==> config.mk <==
export PLATFORM = sky130hd
export DESIGN_NAME = asr_envelope_pwm_level_top
export DESIGN_NICKNAME = d
export VERILOG_FILES = /design/src/design/aspl_pkg.sv /design/src/design/aspl_csr.sv /design/src/design/aspl_div.sv /design/src/design/aspl_dp.sv /design/src/design/aspl_ctrl.sv /design/src/design/asr_envelope_pwm_level_top.sv
export VERILOG_INCLUDE_DIRS = /design/src /design/src/design
export SDC_FILE = /design/constraint.sdc
export NUM_CORES = 2
export LEC_CHECK = 0
export ABC_AREA = 1
export BUFFER_PORTS_ARGS = -buffer_cell sky130_fd_sc_hd__buf_2
export CORE_MARGIN = 1
export CORE_UTILIZATION = 50
export DETAILED_ROUTE_END_ITERATION = 10
export PLACE_DENSITY = 0.74
export SKIP_LAST_GASP = 1
export SLEW_MARGIN = 0
export SYNTH_ARGS = -nofsm -noshare
export SYNTH_HDL_FRONTEND = slang
export SYNTH_HIERARCHICAL = 1
export SYNTH_SLANG_ARGS = --single-unit
==> constraint.sdc <==
create_clock -name clock -period 30.1 [get_ports clock]
set_clock_uncertainty 0.2 [all_clocks]
set_input_delay 1.505 -clock clock [delete_from_list [all_inputs] [get_ports clock]]
set_output_delay 1.505 -clock clock [all_outputs]
set_load 0.01 [all_outputs]
==> src/design/asr_envelope_pwm_level_top_macros.svh <==
// Assertion macros for the envelope level generator.
// Included by the top level; needs nothing else.
`ifndef ASR_ENVELOPE_PWM_LEVEL_TOP_MACROS_SVH
`define ASR_ENVELOPE_PWM_LEVEL_TOP_MACROS_SVH

// Same-cycle implication, disabled during reset.
`define ASPL_ASSERT_NOW(lbl, clk, rst, ante, cons, msg) \
   lbl: assert property (@(posedge clk) disable iff (rst) (ante) |-> (cons)) \
      else $error(msg);

// Next-cycle implication, disabled during reset.
`define ASPL_ASSERT_NEXT(lbl, clk, rst, ante, cons, msg) \
   lbl: assert property (@(posedge clk) disable iff (rst) (ante) |=> (cons)) \
      else $error(msg);

`endif

==> src/design/aspl_pkg.sv <==
// Shared widths, register indexes, datapath commands and status for the
// envelope level generator. No dependencies.
`timescale 1ns / 1ps
`default_nettype none

package aspl_pkg;

   localparam int LEVEL_MAX = 4095;
   localparam int LEVEL_W   = 12;
   localparam int TIME_W    = 64;
   localparam int PER_W     = 32;
   localparam int WGT_W     = 8;
   localparam int WSUM_W    = WGT_W + 2;
   localparam int TRIG_W    = 4;
   localparam int PEND_W    = 8;
   localparam int PEND_MAX  = 255;
   localparam int DIV_W     = 64;
   localparam int ITER_W    = 7;
   localparam int DRV_BITS  = PER_W + WGT_W;
   localparam int RAMP_BITS = PER_W + $clog2(LEVEL_MAX + 1);

   localparam int CSR_AW    = 6;
   localparam int CSR_DW    = 64;
   localparam int IDX_LSB   = 3;
   localparam int IDX_W     = 3;

   localparam int REQ_DW    = 136;
   localparam int RSP_DW    = 16;

   typedef enum logic [IDX_W-1:0] {
      REG_PERIOD  = 3'd0,
      REG_ATTACK  = 3'd1,
      REG_SUSTAIN = 3'd2,
      REG_RELEASE = 3'd3,
      REG_MODE    = 3'd4,
      REG_ANCHOR  = 3'd5
   } reg_idx_type;

   typedef enum logic [4:0] {
      CMD_NONE,
      CMD_CAPTURE,
      CMD_DRV_A,
      CMD_DRV_S,
      CMD_DRV_FIX1,
      CMD_DRV_FIX2,
      CMD_DRV_ZERO,
      CMD_MOD,
      CMD_MOD_DONE,
      CMD_TRIG,
      CMD_OS_EVAL,
      CMD_SEG_S,
      CMD_SEG_R,
      CMD_RAMP_A,
      CMD_RAMP_R,
      CMD_LVL_RAMP,
      CMD_LVL_MAX,
      CMD_OUT
   } cmd_type;

   typedef struct packed {
      logic [PER_W-1:0]  period;
      logic [WGT_W-1:0]  attack_w;
      logic [WGT_W-1:0]  sustain_w;
      logic [WGT_W-1:0]  release_w;
      logic              loop_mode;
      logic [TIME_W-1:0] anchor;
      logic              dirty;
   } cfg_type;

   typedef struct packed {
      logic div_done;
      logic drv_ok;
      logic trans_due;
      logic loop_go;
      logic pend_nz;
      logic act;
      logic in_range;
      logic lt_a;
      logic lt_s;
      logic lt_r;
   } dp_sts_type;

endpackage

`default_nettype wire

==> src/design/aspl_csr.sv <==
// Configuration registers with APB-style access and a flag that marks
// the segment lengths stale after a write. Uses aspl_pkg.
`timescale 1ns / 1ps
`default_nettype none

module aspl_csr (
   input  logic                        clock,
   input  logic                        reset,
   input  logic                        csr_psel,
   input  logic                        csr_penable,
   input  logic                        csr_pwrite,
   input  logic [aspl_pkg::CSR_AW-1:0] csr_paddr,
   input  logic [aspl_pkg::CSR_DW-1:0] csr_pwdata,
   output logic [aspl_pkg::CSR_DW-1:0] csr_prdata,
   output logic                        csr_pready,
   input  aspl_pkg::cmd_type           cmd,
   output aspl_pkg::cfg_type           cfg
);
   import aspl_pkg::*;

   cfg_type     cfg_ff, cfg_in;
   reg_idx_type idx;
   logic        wr;

   assign csr_pready = 1'b1;
   assign idx        = reg_idx_type'(csr_paddr[IDX_LSB +: IDX_W]);
   assign wr         = csr_psel && csr_penable && csr_pwrite && csr_pready;
   assign cfg        = cfg_ff;

   always_comb begin
      cfg_in = cfg_ff;
      // lengths are rebuilt before the next tick is evaluated
      if ((cmd == CMD_DRV_FIX2) || (cmd == CMD_DRV_ZERO)) begin
         cfg_in.dirty = 1'b0;
      end
      if (wr) begin
         unique case (idx)
            REG_PERIOD: begin
               cfg_in.period = csr_pwdata[PER_W-1:0];
               cfg_in.dirty  = 1'b1;
            end
            REG_ATTACK: begin
               cfg_in.attack_w = csr_pwdata[WGT_W-1:0];
               cfg_in.dirty    = 1'b1;
            end
            REG_SUSTAIN: begin
               cfg_in.sustain_w = csr_pwdata[WGT_W-1:0];
               cfg_in.dirty     = 1'b1;
            end
            REG_RELEASE: begin
               cfg_in.release_w = csr_pwdata[WGT_W-1:0];
               cfg_in.dirty     = 1'b1;
            end
            REG_MODE: begin
               cfg_in.loop_mode = csr_pwdata[0];
               cfg_in.dirty     = 1'b1;
            end
            REG_ANCHOR: begin
               cfg_in.anchor = csr_pwdata[TIME_W-1:0];
               cfg_in.dirty  = 1'b1;
            end
            default: ;
         endcase
      end
   end

   always_comb begin
      unique case (idx)
         REG_PERIOD:  csr_prdata = CSR_DW'(cfg_ff.period);
         REG_ATTACK:  csr_prdata = CSR_DW'(cfg_ff.attack_w);
         REG_SUSTAIN: csr_prdata = CSR_DW'(cfg_ff.sustain_w);
         REG_RELEASE: csr_prdata = CSR_DW'(cfg_ff.release_w);
         REG_MODE:    csr_prdata = CSR_DW'(cfg_ff.loop_mode);
         REG_ANCHOR:  csr_prdata = CSR_DW'(cfg_ff.anchor);
         default:     csr_prdata = '0;
      endcase
   end

   always_ff @(posedge clock) begin
      if (reset) begin
         cfg_ff <= '0;
      end else begin
         cfg_ff <= cfg_in;
      end
   end

endmodule

`default_nettype wire

==> src/design/aspl_div.sv <==
// Radix-2 restoring divider, one quotient bit per cycle, with a settable
// step count for dividends aligned to the top bit. Uses aspl_pkg.
`timescale 1ns / 1ps
`default_nettype none

module aspl_div (
   input  logic                        clock,
   input  logic                        reset,
   input  logic                        start,
   input  logic [aspl_pkg::DIV_W-1:0]  dividend,
   input  logic [aspl_pkg::PER_W-1:0]  divisor,
   input  logic [aspl_pkg::ITER_W-1:0] iters,
   output logic                        done,
   output logic [aspl_pkg::DIV_W-1:0]  quot,
   output logic [aspl_pkg::PER_W-1:0]  rem
);
   import aspl_pkg::*;

   logic [DIV_W-1:0]  q_ff, q_in;
   logic [PER_W-1:0]  r_ff, r_in;
   logic [PER_W-1:0]  d_ff, d_in;
   logic [ITER_W-1:0] cnt_ff, cnt_in;
   logic              run_ff, run_in;
   logic              done_ff, done_in;
   logic [PER_W:0]    trial;
   logic [PER_W:0]    diff;
   logic              fits;

   assign trial = {r_ff, q_ff[DIV_W-1]};
   assign diff  = trial - {1'b0, d_ff};
   assign fits  = trial >= {1'b0, d_ff};

   always_comb begin
      q_in    = q_ff;
      r_in    = r_ff;
      d_in    = d_ff;
      cnt_in  = cnt_ff;
      run_in  = run_ff;
      done_in = 1'b0;
      if (start) begin
         q_in   = dividend;
         r_in   = '0;
         d_in   = divisor;
         cnt_in = iters;
         run_in = 1'b1;
      end else if (run_ff) begin
         r_in   = fits ? diff[PER_W-1:0] : trial[PER_W-1:0];
         q_in   = {q_ff[DIV_W-2:0], fits};
         cnt_in = cnt_ff - ITER_W'(1);
         if (cnt_ff == ITER_W'(1)) begin
            run_in  = 1'b0;
            done_in = 1'b1;
         end
      end
   end

   always_ff @(posedge clock) begin
      if (reset) begin
         run_ff  <= 1'b0;
         done_ff <= 1'b0;
         cnt_ff  <= '0;
      end else begin
         run_ff  <= run_in;
         done_ff <= done_in;
         cnt_ff  <= cnt_in;
      end
   end

   always_ff @(posedge clock) begin
      q_ff <= q_in;
      r_ff <= r_in;
      d_ff <= d_in;
   end

   assign done = done_ff;
   assign quot = q_ff;
   assign rem  = r_ff;

endmodule

`default_nettype wire

==> src/design/aspl_dp.sv <==
// Datapath: tick capture, trigger count, one-shot state, segment lengths,
// envelope position and level; owns the shared divider. Uses aspl_pkg, aspl_div.
`timescale 1ns / 1ps
`default_nettype none

module aspl_dp (
   input  logic                         clock,
   input  logic                         reset,
   input  aspl_pkg::cmd_type            cmd,
   input  aspl_pkg::cfg_type            cfg,
   input  logic [aspl_pkg::TIME_W-1:0]  now_us,
   input  logic [aspl_pkg::TRIG_W-1:0]  new_triggers,
   input  logic                         transition_pending,
   input  logic [aspl_pkg::TIME_W-1:0]  transition_time_us,
   output aspl_pkg::dp_sts_type         sts,
   output logic [aspl_pkg::LEVEL_W-1:0] level,
   output logic                         one_shot_running
);
   import aspl_pkg::*;

   localparam logic [PER_W-1:0] PER_MIN  = PER_W'(2);
   localparam logic [PER_W-1:0] PER_BUMP = PER_W'(3);

   function automatic logic [PER_W-1:0] bump(input logic [PER_W-1:0] v,
                                             input logic [WGT_W-1:0] wt,
                                             input logic [PER_W-1:0] p);
      logic keep_one;
      keep_one = (wt != '0) && (v == '0) && (p >= PER_BUMP);
      return keep_one ? PER_W'(1) : v;
   endfunction

   // tick capture
   logic [TIME_W-1:0]  now_ff, now_in;
   logic               tp_ff, tp_in;
   logic [TIME_W-1:0]  tt_ff, tt_in;
   // persistent state
   logic [PEND_W-1:0]  pend_ff, pend_in;
   logic               act_ff, act_in;
   logic [TIME_W-1:0]  start_ff, start_in;
   logic [TIME_W-1:0]  stop_ff, stop_in;
   logic [PER_W-1:0]   sh_per_ff, sh_per_in;
   logic [PER_W-1:0]   sh_a_ff, sh_a_in, sh_s_ff, sh_s_in, sh_r_ff, sh_r_in;
   logic [PER_W-1:0]   len_a_ff, len_a_in, len_s_ff, len_s_in, len_r_ff, len_r_in;
   // working registers
   logic [PER_W-1:0]   araw_ff, araw_in, sraw_ff, sraw_in;
   logic [PER_W-1:0]   t_ff, t_in;
   logic [LEVEL_W-1:0] lvl_ff, lvl_in;
   logic [LEVEL_W-1:0] out_lvl_ff, out_lvl_in;
   logic               out_run_ff, out_run_in;

   logic [WSUM_W-1:0]    wsum;
   logic [PER_W-1:0]     la, ls, lr;
   logic [TIME_W-1:0]    loop_diff, os_diff, stop_diff, tr_diff;
   logic [PEND_W:0]      pend_sum;
   logic [DRV_BITS-1:0]  prod_a, prod_s;
   logic [PER_W-1:0]     ramp_num, ramp_len;
   logic [RAMP_BITS-1:0] ramp_x;
   logic [PER_W-1:0]     pm1, fix_a, fix_s, fix_r;
   logic [PER_W:0]       fix_sum;
   logic [RAMP_BITS-1:0] q_top;
   logic [LEVEL_W-1:0]   ramp_lvl;

   logic                 div_start, div_done;
   logic [DIV_W-1:0]     div_x, div_q;
   logic [PER_W-1:0]     div_d, div_r;
   logic [ITER_W-1:0]    div_n;

   aspl_div u_div (
      .clock    (clock),
      .reset    (reset),
      .start    (div_start),
      .dividend (div_x),
      .divisor  (div_d),
      .iters    (div_n),
      .done     (div_done),
      .quot     (div_q),
      .rem      (div_r)
   );

   assign wsum = WSUM_W'(cfg.attack_w) + WSUM_W'(cfg.sustain_w) + WSUM_W'(cfg.release_w);

   // loop mode runs on live lengths, one-shot on those latched at its start
   assign la = cfg.loop_mode ? len_a_ff : sh_a_ff;
   assign ls = cfg.loop_mode ? len_s_ff : sh_s_ff;
   assign lr = cfg.loop_mode ? len_r_ff : sh_r_ff;

   assign loop_diff = now_ff - cfg.anchor;
   assign os_diff   = now_ff - start_ff;
   assign stop_diff = now_ff - stop_ff;
   assign tr_diff   = now_ff - tt_ff;

   assign sts.div_done  = div_done;
   assign sts.drv_ok    = (cfg.period >= PER_MIN) && (wsum != '0);
   assign sts.trans_due = tp_ff && !tr_diff[TIME_W-1];
   assign sts.loop_go   = (cfg.period >= PER_MIN) && !loop_diff[TIME_W-1];
   assign sts.pend_nz   = (pend_ff != '0);
   assign sts.act       = act_ff;
   assign sts.in_range  = (sh_per_ff >= PER_MIN) && (os_diff[TIME_W-1:PER_W] == '0)
                          && (os_diff[PER_W-1:0] < sh_per_ff);
   assign sts.lt_a      = t_ff < la;
   assign sts.lt_s      = t_ff < ls;
   assign sts.lt_r      = t_ff < lr;

   assign pend_sum = (PEND_W + 1)'(pend_ff) + (PEND_W + 1)'(new_triggers);

   assign prod_a = DRV_BITS'(cfg.period) * DRV_BITS'(cfg.attack_w);
   assign prod_s = DRV_BITS'(cfg.period) * DRV_BITS'(cfg.sustain_w);

   // rising ramp counts up from the attack start, falling one counts down
   assign ramp_num = (cmd == CMD_RAMP_R) ? (lr - t_ff) : t_ff;
   assign ramp_len = (cmd == CMD_RAMP_R) ? lr : la;
   assign ramp_x   = RAMP_BITS'(ramp_num) * RAMP_BITS'(LEVEL_MAX)
                     + RAMP_BITS'(ramp_len >> 1);

   assign q_top    = div_q[RAMP_BITS-1:0];
   assign ramp_lvl = (q_top > RAMP_BITS'(LEVEL_MAX)) ? LEVEL_W'(LEVEL_MAX)
                                                     : q_top[LEVEL_W-1:0];

   // clamp attack plus sustain below the period, release takes the rest
   always_comb begin
      pm1     = cfg.period - PER_W'(1);
      fix_a   = araw_ff;
      fix_s   = sraw_ff;
      fix_sum = {1'b0, araw_ff} + {1'b0, sraw_ff};
      if (fix_sum >= {1'b0, cfg.period}) begin
         if (sraw_ff != '0) begin
            fix_s = (araw_ff < pm1) ? (pm1 - araw_ff) : '0;
         end else begin
            fix_a = pm1;
         end
         if (fix_a > pm1) begin
            fix_a = pm1;
         end
      end
      fix_r = cfg.period - fix_a - fix_s;
   end

   always_comb begin
      div_start = 1'b0;
      div_x     = '0;
      div_d     = '0;
      div_n     = '0;
      unique case (cmd)
         CMD_DRV_A: begin
            div_start = 1'b1;
            div_x     = {prod_a, {(DIV_W - DRV_BITS){1'b0}}};
            div_d     = PER_W'(wsum);
            div_n     = ITER_W'(DRV_BITS);
         end
         CMD_DRV_S: begin
            div_start = 1'b1;
            div_x     = {prod_s, {(DIV_W - DRV_BITS){1'b0}}};
            div_d     = PER_W'(wsum);
            div_n     = ITER_W'(DRV_BITS);
         end
         CMD_MOD: begin
            div_start = 1'b1;
            div_x     = loop_diff;
            div_d     = cfg.period;
            div_n     = ITER_W'(DIV_W);
         end
         CMD_RAMP_A, CMD_RAMP_R: begin
            div_start = 1'b1;
            div_x     = {ramp_x, {(DIV_W - RAMP_BITS){1'b0}}};
            div_d     = ramp_len;
            div_n     = ITER_W'(RAMP_BITS);
         end
         default: ;
      endcase
   end

   always_comb begin
      now_in     = now_ff;
      tp_in      = tp_ff;
      tt_in      = tt_ff;
      pend_in    = pend_ff;
      act_in     = act_ff;
      start_in   = start_ff;
      stop_in    = stop_ff;
      sh_per_in  = sh_per_ff;
      sh_a_in    = sh_a_ff;
      sh_s_in    = sh_s_ff;
      sh_r_in    = sh_r_ff;
      len_a_in   = len_a_ff;
      len_s_in   = len_s_ff;
      len_r_in   = len_r_ff;
      araw_in    = araw_ff;
      sraw_in    = sraw_ff;
      t_in       = t_ff;
      lvl_in     = lvl_ff;
      out_lvl_in = out_lvl_ff;
      out_run_in = out_run_ff;
      unique case (cmd)
         CMD_CAPTURE: begin
            now_in  = now_us;
            tp_in   = transition_pending;
            tt_in   = transition_time_us;
            pend_in = pend_sum[PEND_W] ? PEND_W'(PEND_MAX) : pend_sum[PEND_W-1:0];
            lvl_in  = '0;
         end
         CMD_DRV_S: begin
            araw_in = div_q[PER_W-1:0];
         end
         CMD_DRV_FIX1: begin
            araw_in = bump(araw_ff, cfg.attack_w, cfg.period);
            sraw_in = bump(div_q[PER_W-1:0], cfg.sustain_w, cfg.period);
         end
         CMD_DRV_FIX2: begin
            len_a_in = fix_a;
            len_s_in = fix_s;
            len_r_in = fix_r;
         end
         CMD_DRV_ZERO: begin
            len_a_in = '0;
            len_s_in = '0;
            len_r_in = '0;
         end
         CMD_MOD_DONE: begin
            t_in = div_r;
         end
         CMD_TRIG: begin
            act_in    = 1'b1;
            start_in  = now_ff;
            stop_in   = now_ff + TIME_W'(cfg.period);
            sh_per_in = cfg.period;
            sh_a_in   = len_a_ff;
            sh_s_in   = len_s_ff;
            sh_r_in   = len_r_ff;
            pend_in   = pend_ff - PEND_W'(1);
         end
         CMD_OS_EVAL: begin
            t_in = os_diff[PER_W-1:0];
            if (!stop_diff[TIME_W-1]) begin
               act_in = 1'b0;
            end
         end
         CMD_SEG_S: begin
            t_in = t_ff - la;
         end
         CMD_SEG_R: begin
            t_in = t_ff - ls;
         end
         CMD_LVL_RAMP: begin
            lvl_in = ramp_lvl;
         end
         CMD_LVL_MAX: begin
            lvl_in = LEVEL_W'(LEVEL_MAX);
         end
         CMD_OUT: begin
            out_lvl_in = lvl_ff;
            out_run_in = act_ff;
         end
         default: ;
      endcase
   end

   always_ff @(posedge clock) begin
      if (reset) begin
         pend_ff  <= '0;
         act_ff   <= 1'b0;
         len_a_ff <= '0;
         len_s_ff <= '0;
         len_r_ff <= '0;
      end else begin
         pend_ff  <= pend_in;
         act_ff   <= act_in;
         len_a_ff <= len_a_in;
         len_s_ff <= len_s_in;
         len_r_ff <= len_r_in;
      end
   end

   always_ff @(posedge clock) begin
      now_ff     <= now_in;
      tp_ff      <= tp_in;
      tt_ff      <= tt_in;
      start_ff   <= start_in;
      stop_ff    <= stop_in;
      sh_per_ff  <= sh_per_in;
      sh_a_ff    <= sh_a_in;
      sh_s_ff    <= sh_s_in;
      sh_r_ff    <= sh_r_in;
      araw_ff    <= araw_in;
      sraw_ff    <= sraw_in;
      t_ff       <= t_in;
      lvl_ff     <= lvl_in;
      out_lvl_ff <= out_lvl_in;
      out_run_ff <= out_run_in;
   end

   assign level            = out_lvl_ff;
   assign one_shot_running = out_run_ff;

endmodule

`default_nettype wire

==> src/design/aspl_ctrl.sv <==
// Controller: sequences segment derivation, tick evaluation and the level
// ramp, and owns the result valid flag. Uses aspl_pkg.
`timescale 1ns / 1ps
`default_nettype none

module aspl_ctrl (
   input  logic                 clock,
   input  logic                 reset,
   input  aspl_pkg::cfg_type    cfg,
   input  aspl_pkg::dp_sts_type sts,
   input  logic                 req_tvalid,
   output logic                 req_tready,
   output logic                 rsp_tvalid,
   input  logic                 rsp_tready,
   output aspl_pkg::cmd_type    cmd
);
   import aspl_pkg::*;

   typedef enum logic [14:0] {
      S_IDLE   = 15'b000000000000001,
      S_DRV    = 15'b000000000000010,
      S_DRV_AW = 15'b000000000000100,
      S_DRV_SW = 15'b000000000001000,
      S_FIX2   = 15'b000000000010000,
      S_EVAL   = 15'b000000000100000,
      S_MODW   = 15'b000000001000000,
      S_OSEV   = 15'b000000010000000,
      S_SEGA   = 15'b000000100000000,
      S_SEGS   = 15'b000001000000000,
      S_SEGR   = 15'b000010000000000,
      S_RAMPW  = 15'b000100000000000,
      S_DONE   = 15'b001000000000000,
      S_TRIG   = 15'b010000000000000,
      S_SPARE  = 15'b100000000000000
   } state_type;

   state_type state_ff, state_in;
   logic      rsp_valid_ff, rsp_valid_in;

   always_comb begin
      state_in     = state_ff;
      cmd          = CMD_NONE;
      req_tready   = 1'b0;
      rsp_valid_in = rsp_valid_ff && !rsp_tready;
      unique case (state_ff)
         S_IDLE: begin
            req_tready = 1'b1;
            if (req_tvalid) begin
               cmd      = CMD_CAPTURE;
               state_in = cfg.dirty ? S_DRV : S_EVAL;
            end
         end
         S_DRV: begin
            if (sts.drv_ok) begin
               cmd      = CMD_DRV_A;
               state_in = S_DRV_AW;
            end else begin
               cmd      = CMD_DRV_ZERO;
               state_in = S_EVAL;
            end
         end
         S_DRV_AW: begin
            if (sts.div_done) begin
               cmd      = CMD_DRV_S;
               state_in = S_DRV_SW;
            end
         end
         S_DRV_SW: begin
            if (sts.div_done) begin
               cmd      = CMD_DRV_FIX1;
               state_in = S_FIX2;
            end
         end
         S_FIX2: begin
            cmd      = CMD_DRV_FIX2;
            state_in = S_EVAL;
         end
         S_EVAL: begin
            // a due shape switch wins over both envelope modes
            priority if (sts.trans_due) begin
               state_in = S_DONE;
            end else if (cfg.loop_mode) begin
               if (sts.loop_go) begin
                  cmd      = CMD_MOD;
                  state_in = S_MODW;
               end else begin
                  state_in = S_DONE;
               end
            end else begin
               state_in = sts.pend_nz ? S_TRIG : S_OSEV;
            end
         end
         S_TRIG: begin
            cmd      = CMD_TRIG;
            state_in = S_OSEV;
         end
         S_OSEV: begin
            if (sts.act) begin
               cmd      = CMD_OS_EVAL;
               state_in = sts.in_range ? S_SEGA : S_DONE;
            end else begin
               state_in = S_DONE;
            end
         end
         S_MODW: begin
            if (sts.div_done) begin
               cmd      = CMD_MOD_DONE;
               state_in = S_SEGA;
            end
         end
         S_SEGA: begin
            if (sts.lt_a) begin
               cmd      = CMD_RAMP_A;
               state_in = S_RAMPW;
            end else begin
               cmd      = CMD_SEG_S;
               state_in = S_SEGS;
            end
         end
         S_SEGS: begin
            if (sts.lt_s) begin
               cmd      = CMD_LVL_MAX;
               state_in = S_DONE;
            end else begin
               cmd      = CMD_SEG_R;
               state_in = S_SEGR;
            end
         end
         S_SEGR: begin
            if (sts.lt_r) begin
               cmd      = CMD_RAMP_R;
               state_in = S_RAMPW;
            end else begin
               state_in = S_DONE;
            end
         end
         S_RAMPW: begin
            if (sts.div_done) begin
               cmd      = CMD_LVL_RAMP;
               state_in = S_DONE;
            end
         end
         S_DONE: begin
            // hold until the output register is free
            if (!rsp_valid_ff || rsp_tready) begin
               cmd          = CMD_OUT;
               rsp_valid_in = 1'b1;
               state_in     = S_IDLE;
            end
         end
         default: begin
            state_in = S_IDLE;
         end
      endcase
   end

   always_ff @(posedge clock) begin
      if (reset) begin
         state_ff     <= S_IDLE;
         rsp_valid_ff <= 1'b0;
      end else begin
         state_ff     <= state_in;
         rsp_valid_ff <= rsp_valid_in;
      end
   end

   assign rsp_tvalid = rsp_valid_ff;

endmodule

`default_nettype wire

==> src/design/asr_envelope_pwm_level_top.sv <==
// A result is valid once its tick is evaluated, which waits on the radix-2
//   divider (64 steps for the loop position, 44 steps for the level ramp).
// A tick after a register write first rebuilds the segment lengths.
// Ticks are handled one at a time; the next beat is taken while a result waits.
// Reset: synchronous, active high; clears control, trigger and one-shot state.
`timescale 1ns / 1ps
`default_nettype none
`include "asr_envelope_pwm_level_top_macros.svh"

module asr_envelope_pwm_level_top (
   input  logic                        clock,
   input  logic                        reset,
   input  logic                        req_tvalid,
   output logic                        req_tready,
   // [63:0] now_us, [67:64] new_triggers, [68] transition_pending,
   // [132:69] transition_time_us, [135:133] zero
   input  logic [aspl_pkg::REQ_DW-1:0] req_tdata,
   output logic                        rsp_tvalid,
   input  logic                        rsp_tready,
   // [11:0] level, [12] one_shot_running, [15:13] zero
   output logic [aspl_pkg::RSP_DW-1:0] rsp_tdata,
   input  logic                        csr_psel,
   input  logic                        csr_penable,
   input  logic                        csr_pwrite,
   input  logic [aspl_pkg::CSR_AW-1:0] csr_paddr,
   input  logic [aspl_pkg::CSR_DW-1:0] csr_pwdata,
   output logic [aspl_pkg::CSR_DW-1:0] csr_prdata,
   output logic                        csr_pready
);
   import aspl_pkg::*;

   localparam int TRIG_LSB = TIME_W;
   localparam int TP_BIT   = TRIG_LSB + TRIG_W;
   localparam int TT_LSB   = TP_BIT + 1;
   localparam int RSP_USED = LEVEL_W + 1;

   cfg_type            cfg;
   cmd_type            cmd;
   dp_sts_type         dp_sts;
   logic [LEVEL_W-1:0] level;
   logic               one_shot_running;

   aspl_csr u_csr (
      .clock       (clock),
      .reset       (reset),
      .csr_psel    (csr_psel),
      .csr_penable (csr_penable),
      .csr_pwrite  (csr_pwrite),
      .csr_paddr   (csr_paddr),
      .csr_pwdata  (csr_pwdata),
      .csr_prdata  (csr_prdata),
      .csr_pready  (csr_pready),
      .cmd         (cmd),
      .cfg         (cfg)
   );

   aspl_ctrl u_ctrl (
      .clock      (clock),
      .reset      (reset),
      .cfg        (cfg),
      .sts        (dp_sts),
      .req_tvalid (req_tvalid),
      .req_tready (req_tready),
      .rsp_tvalid (rsp_tvalid),
      .rsp_tready (rsp_tready),
      .cmd        (cmd)
   );

   aspl_dp u_dp (
      .clock              (clock),
      .reset              (reset),
      .cmd                (cmd),
      .cfg                (cfg),
      .now_us             (req_tdata[TIME_W-1:0]),
      .new_triggers       (req_tdata[TRIG_LSB +: TRIG_W]),
      .transition_pending (req_tdata[TP_BIT]),
      .transition_time_us (req_tdata[TT_LSB +: TIME_W]),
      .sts                (dp_sts),
      .level              (level),
      .one_shot_running   (one_shot_running)
   );

   assign rsp_tdata = {{(RSP_DW - RSP_USED){1'b0}}, one_shot_running, level};

   `ASPL_ASSERT_NEXT(a_one_tick_at_a_time, clock, reset, req_tvalid && req_tready, !req_tready, "input taken again while a tick is in work")
   `ASPL_ASSERT_NOW(a_div_done_when_busy, clock, reset, dp_sts.div_done, !req_tready, "divider finished while the controller was idle")
   `ASPL_ASSERT_NEXT(a_out_load_shows_valid, clock, reset, cmd == CMD_OUT, rsp_tvalid, "result loaded but not presented")

endmodule

`default_nettype wire
==> results.tsv <==
stage	metric	value	unit
run_status	run status	finished, violations left	
run_status	violated checks	capacitance limit, slew limit	
clock_network	clock-pin transition on the worst setup and hold timing paths	0.06	ns
critical_path	Crit-path slowest cell	o21ai_0	
power_and_ir_drop	static power due to leakage	47.53	nW
power_and_ir_drop	cell area power density	48.08	nW/um2
critical_path	largest stage delay on the critical path	1.15	ns
run	max-cap violation count	2	
place	Final Wtd Congestion	1.097	
power_and_ir_drop	worst IR drop on VDD	0.09394	mV
layout	Layout Cells excl Fill	15270	
route	Routed WL per cell	21.66	um
sta	final-layout worst hold slack	0.2212	ns
clock_network	clock tree sinks	885	
sta	unrepaired setup endpoints after global routing	no	
clock_network	cts bufs inserted	99	
layout	area overhead of the layout relative to synthesis	7.928	%
logic_synthesis	netlist area before placement	93830	um2
logic_synthesis	top post-synthesis cells by count	nand2_1, inv_1, nor2_1, a21oi_1, ha_1	
critical_path	critical path arrival	14.79	ns
clock_network	Worst-Skew Late Latency	0.80	ns
place	placed cell areas	97690	um2
route	first-pass iteration count of the detailed router	8	
layout	fin nets	14360	
sta	Slew @ Worst Pin	1.516	ns
grt	antenna violations before repair	19	
critical_path	Crit path max-delay family	compound AO/OA/AOI/OAI gates	
floorplan	horizontal extent of the die	435.2	um
grt	total congestion overflow	0	
logic_synthesis	share of synthesized cell area in full adder, half adder and majority cells	24.68	%
place	placed cell count	15060	
clock_network	TritonCTS clock tree	yes	
hold_path	path category of the worst min-delay check	reg -> reg	
floorplan	placeable core region	185800	um2
floorplan	die height	435.2	um
critical_path	Setup CP Type	reg -> reg	
logic_synthesis	cell types occupying the most area after synthesis	edfxtp_1, fa_1, nand2_1, ha_1, inv_1	
logic_synthesis	Syn Area/Cell	7.472	um2
layout	post-route standard cell area excluding fillers	101300	um2
sta	Final Critical Period	14.48	ns
logic_synthesis	library cells used by synthesis	89	
layout	layout cell share with drive strength beyond 1	6.829	%
logic_synthesis	post-synthesis simple-gate area fraction	21.65	%
critical_path	critical path capture point type	register	
logic_synthesis	top-count cell post-synth	nand2_1	
logic_synthesis	cell taking the most area after synthesis	edfxtp_1	
logic_synthesis	synthesized instance count	12560	
logic_synthesis	synthesized-area fraction occupied by ao, oa, aoi and oai cells	13.63	%
sta	Setup-failing EPs final	0	
route	via density per instance	5.681	
clock_network	number of post-CTS setup repair buffers	0	
logic_synthesis	number of enable-type register cells in the synthesized netlist	602	
logic_synthesis	share of the synthesized area in the top cell type	19.27	%
route	antenna-violating nets left	0	
logic_synthesis	Seq/Total Area, Yosys	25.30	%
sta	final hold violations	0	
place	DP HPWL	266000	um
logic_synthesis	async set-reset flop share out of synthesis	0	%
logic_synthesis	Synth Warn #	6	
clock_network	Hold-fix buffers, CTS	0	
route	total via count in the routed design	86750	
route	drt total wl	330700	um
logic_synthesis	mux cell area share after synthesis	0.6721	%
grt	wire length of the first global-routing pass	493200	um
sta	final-layout setup total negative slack	0	ns
grt	overall global routing resource usage	34.21	%
logic_synthesis	combinational family with the most area after synthesis	adder cells	
sta	top achievable clock speed	69.04	MHz
clock_network	CTS-repair resized insts	0	
logic_synthesis	Synth Register Bits	885	
logic_synthesis	synthesized-area fraction occupied by xor and xnor cells	2.732	%
grt	maximum number of pins on one net before global-route repair	83	
critical_path	Worst setup SP type	register	
grt	number of global-route vias before repair	81060	
clock_network	maximum root-to-sink buffer count	3	
floorplan	starting utilization of the core area	50.49	%
logic_synthesis	Post-synth top flop	edfxtp_1	
critical_path	Critical Path RT	30.40	ns
place	number of port buffers	285	
floorplan	number of rows in the core area	158	
critical_path	buffers plus inverters on the worst setup path	11	
sta	final cycle utilization of the critical path	48.12	%
floorplan	Die Outline Area	189400	um2
floorplan	number of top-level design ports	296	
critical_path	most frequent CP cell	inv_1	
sta	Max Transition Viols Final	3	
sta	worst-case headroom to the max-slew limit	-2.161	%
critical_path	crit-path max FO	74	
route	number of DRC markers after the initial detailed-route iteration	10290	
clock_network	library cell used as clock root buffer	clkbuf_16	
route	drt drc	0	
clock_network	htree depth	3	
## path summary, 6_finish.rpt
kind                  start             endpoint  slack [ns]  cells after the start
min          u_dp/lvl_ff[9]        u_dp/level[9]        0.22                      0
max           u_csr/cfg[65]  u_dp/u_div/quot[56]       15.62                     42
max reg2reg   u_csr/cfg[65]  u_dp/u_div/quot[56]       15.62                     42
min reg2reg  u_dp/lvl_ff[9]        u_dp/level[9]        0.22                      0
## cell usage in the layout, fill, tap and decap left out, drive strengths merged, types with 6 or more instances in the layout
master,instances
nand2,2881
a31oi,118
o21bai,38
nor4,64
o21ai,764
o31ai,10
a22oi,23
o211ai,50
diode,22
nor2,1037
nand4,152
mux2i,63
inv,2367
dfxtp,283
a21oi,991
nand3b,33
clkinv,40
ha,830
a221oi,9
o21a,54
clkbuf,131
clkinvlp,6
o2111ai,30
o221ai,33
xor2,194
nor3,204
bufinv,9
fa,638
a211oi,20
xnor2,97
conb,7
o22ai,14
a21o,42
edfxtp,602
buf,405
a21boi,32
nand3,374
or2,82
## state kept, by name, indices dropped and copies added, names as in the netlist, 8 cells and up
| signal | cells |
|---|---|
| u_dp/sh_r_ff | 32 |
| u_dp/level | 12 |
| u_dp/stop_ff | 64 |
| u_dp/tt_ff | 64 |
| u_dp/lvl_ff | 12 |
| u_dp/sh_a_ff | 32 |
| u_dp/start_ff | 64 |
| u_csr/cfg | 122 |
| u_dp/len_a_ff | 32 |
| u_dp/t_ff | 32 |
| u_dp/sh_s_ff | 32 |
| u_dp/araw_ff | 32 |
| u_dp/u_div/rem | 32 |
| u_dp/len_r_ff | 32 |
| u_dp/u_div/quot | 64 |
| u_dp/u_div/d_ff | 32 |
| u_dp/now_ff | 64 |
| u_dp/sraw_ff | 32 |
| u_ctrl/state_ff | 14 |
| u_dp/len_s_ff | 32 |
| u_dp/sh_per_ff | 32 |
| u_dp/pend_ff | 8 |
## where the power goes
group	internal [mW]	total, mW	switching (mW)
clock network	0.753	1.32	0.563
registers	1.42	1.54	0.121
logic	0.657	2.02	1.36
## per-layer routing
metal,routed length (um),vias up,track usage [%]
met1,130700,40400,45.26
li1,-,40890,-
met2,139400,4621,50.94
met4,25830,10,22.89
met3,34720,827,6.418
met5,59,-,0
## metrics by stage
| step | utilization [%] | power (mW) | setup WS, ns |
|---|---|---|---|
| 4_1_cts | 54.46 | 4.828 | 16.12 |
| 3_3_place_gp | 52.57 | 3.491 | 16.31 |
| 5_1_grt | 54.48 | 5.152 | 15.25 |
| 2_1_floorplan | - | 2.939 | 12.35 |
| 3_5_place_dp | 52.57 | 3.513 | 16.18 |
| 6_report | 54.49 | 4.869 | 15.62 |
## final cells by class
class | count | area (um2)
fill | 17670 | 84560
multi-input combinational | 8926 | 59610
sequential | 885 | 23750
inverter | 2366 | 8910
tap | 2480 | 3103
clock buffer | 131 | 2848
timing repair buffer | 405 | 2330
clock inverter | 56 | 668.1
antenna | 22 | 55.05
## logic make-up (layout without fill, tap and decap cells)
group	Yosys count	after routing
compound gates	2255	2255
xor+xnor	291	291
fa+ha+maj	1468	1468
buf+inv	2750	2958
flops	885	885
mux	63	63
other cells	3	29
simple gates	4842	4842
No activity file was read; power rests on OpenSTA's default activity.
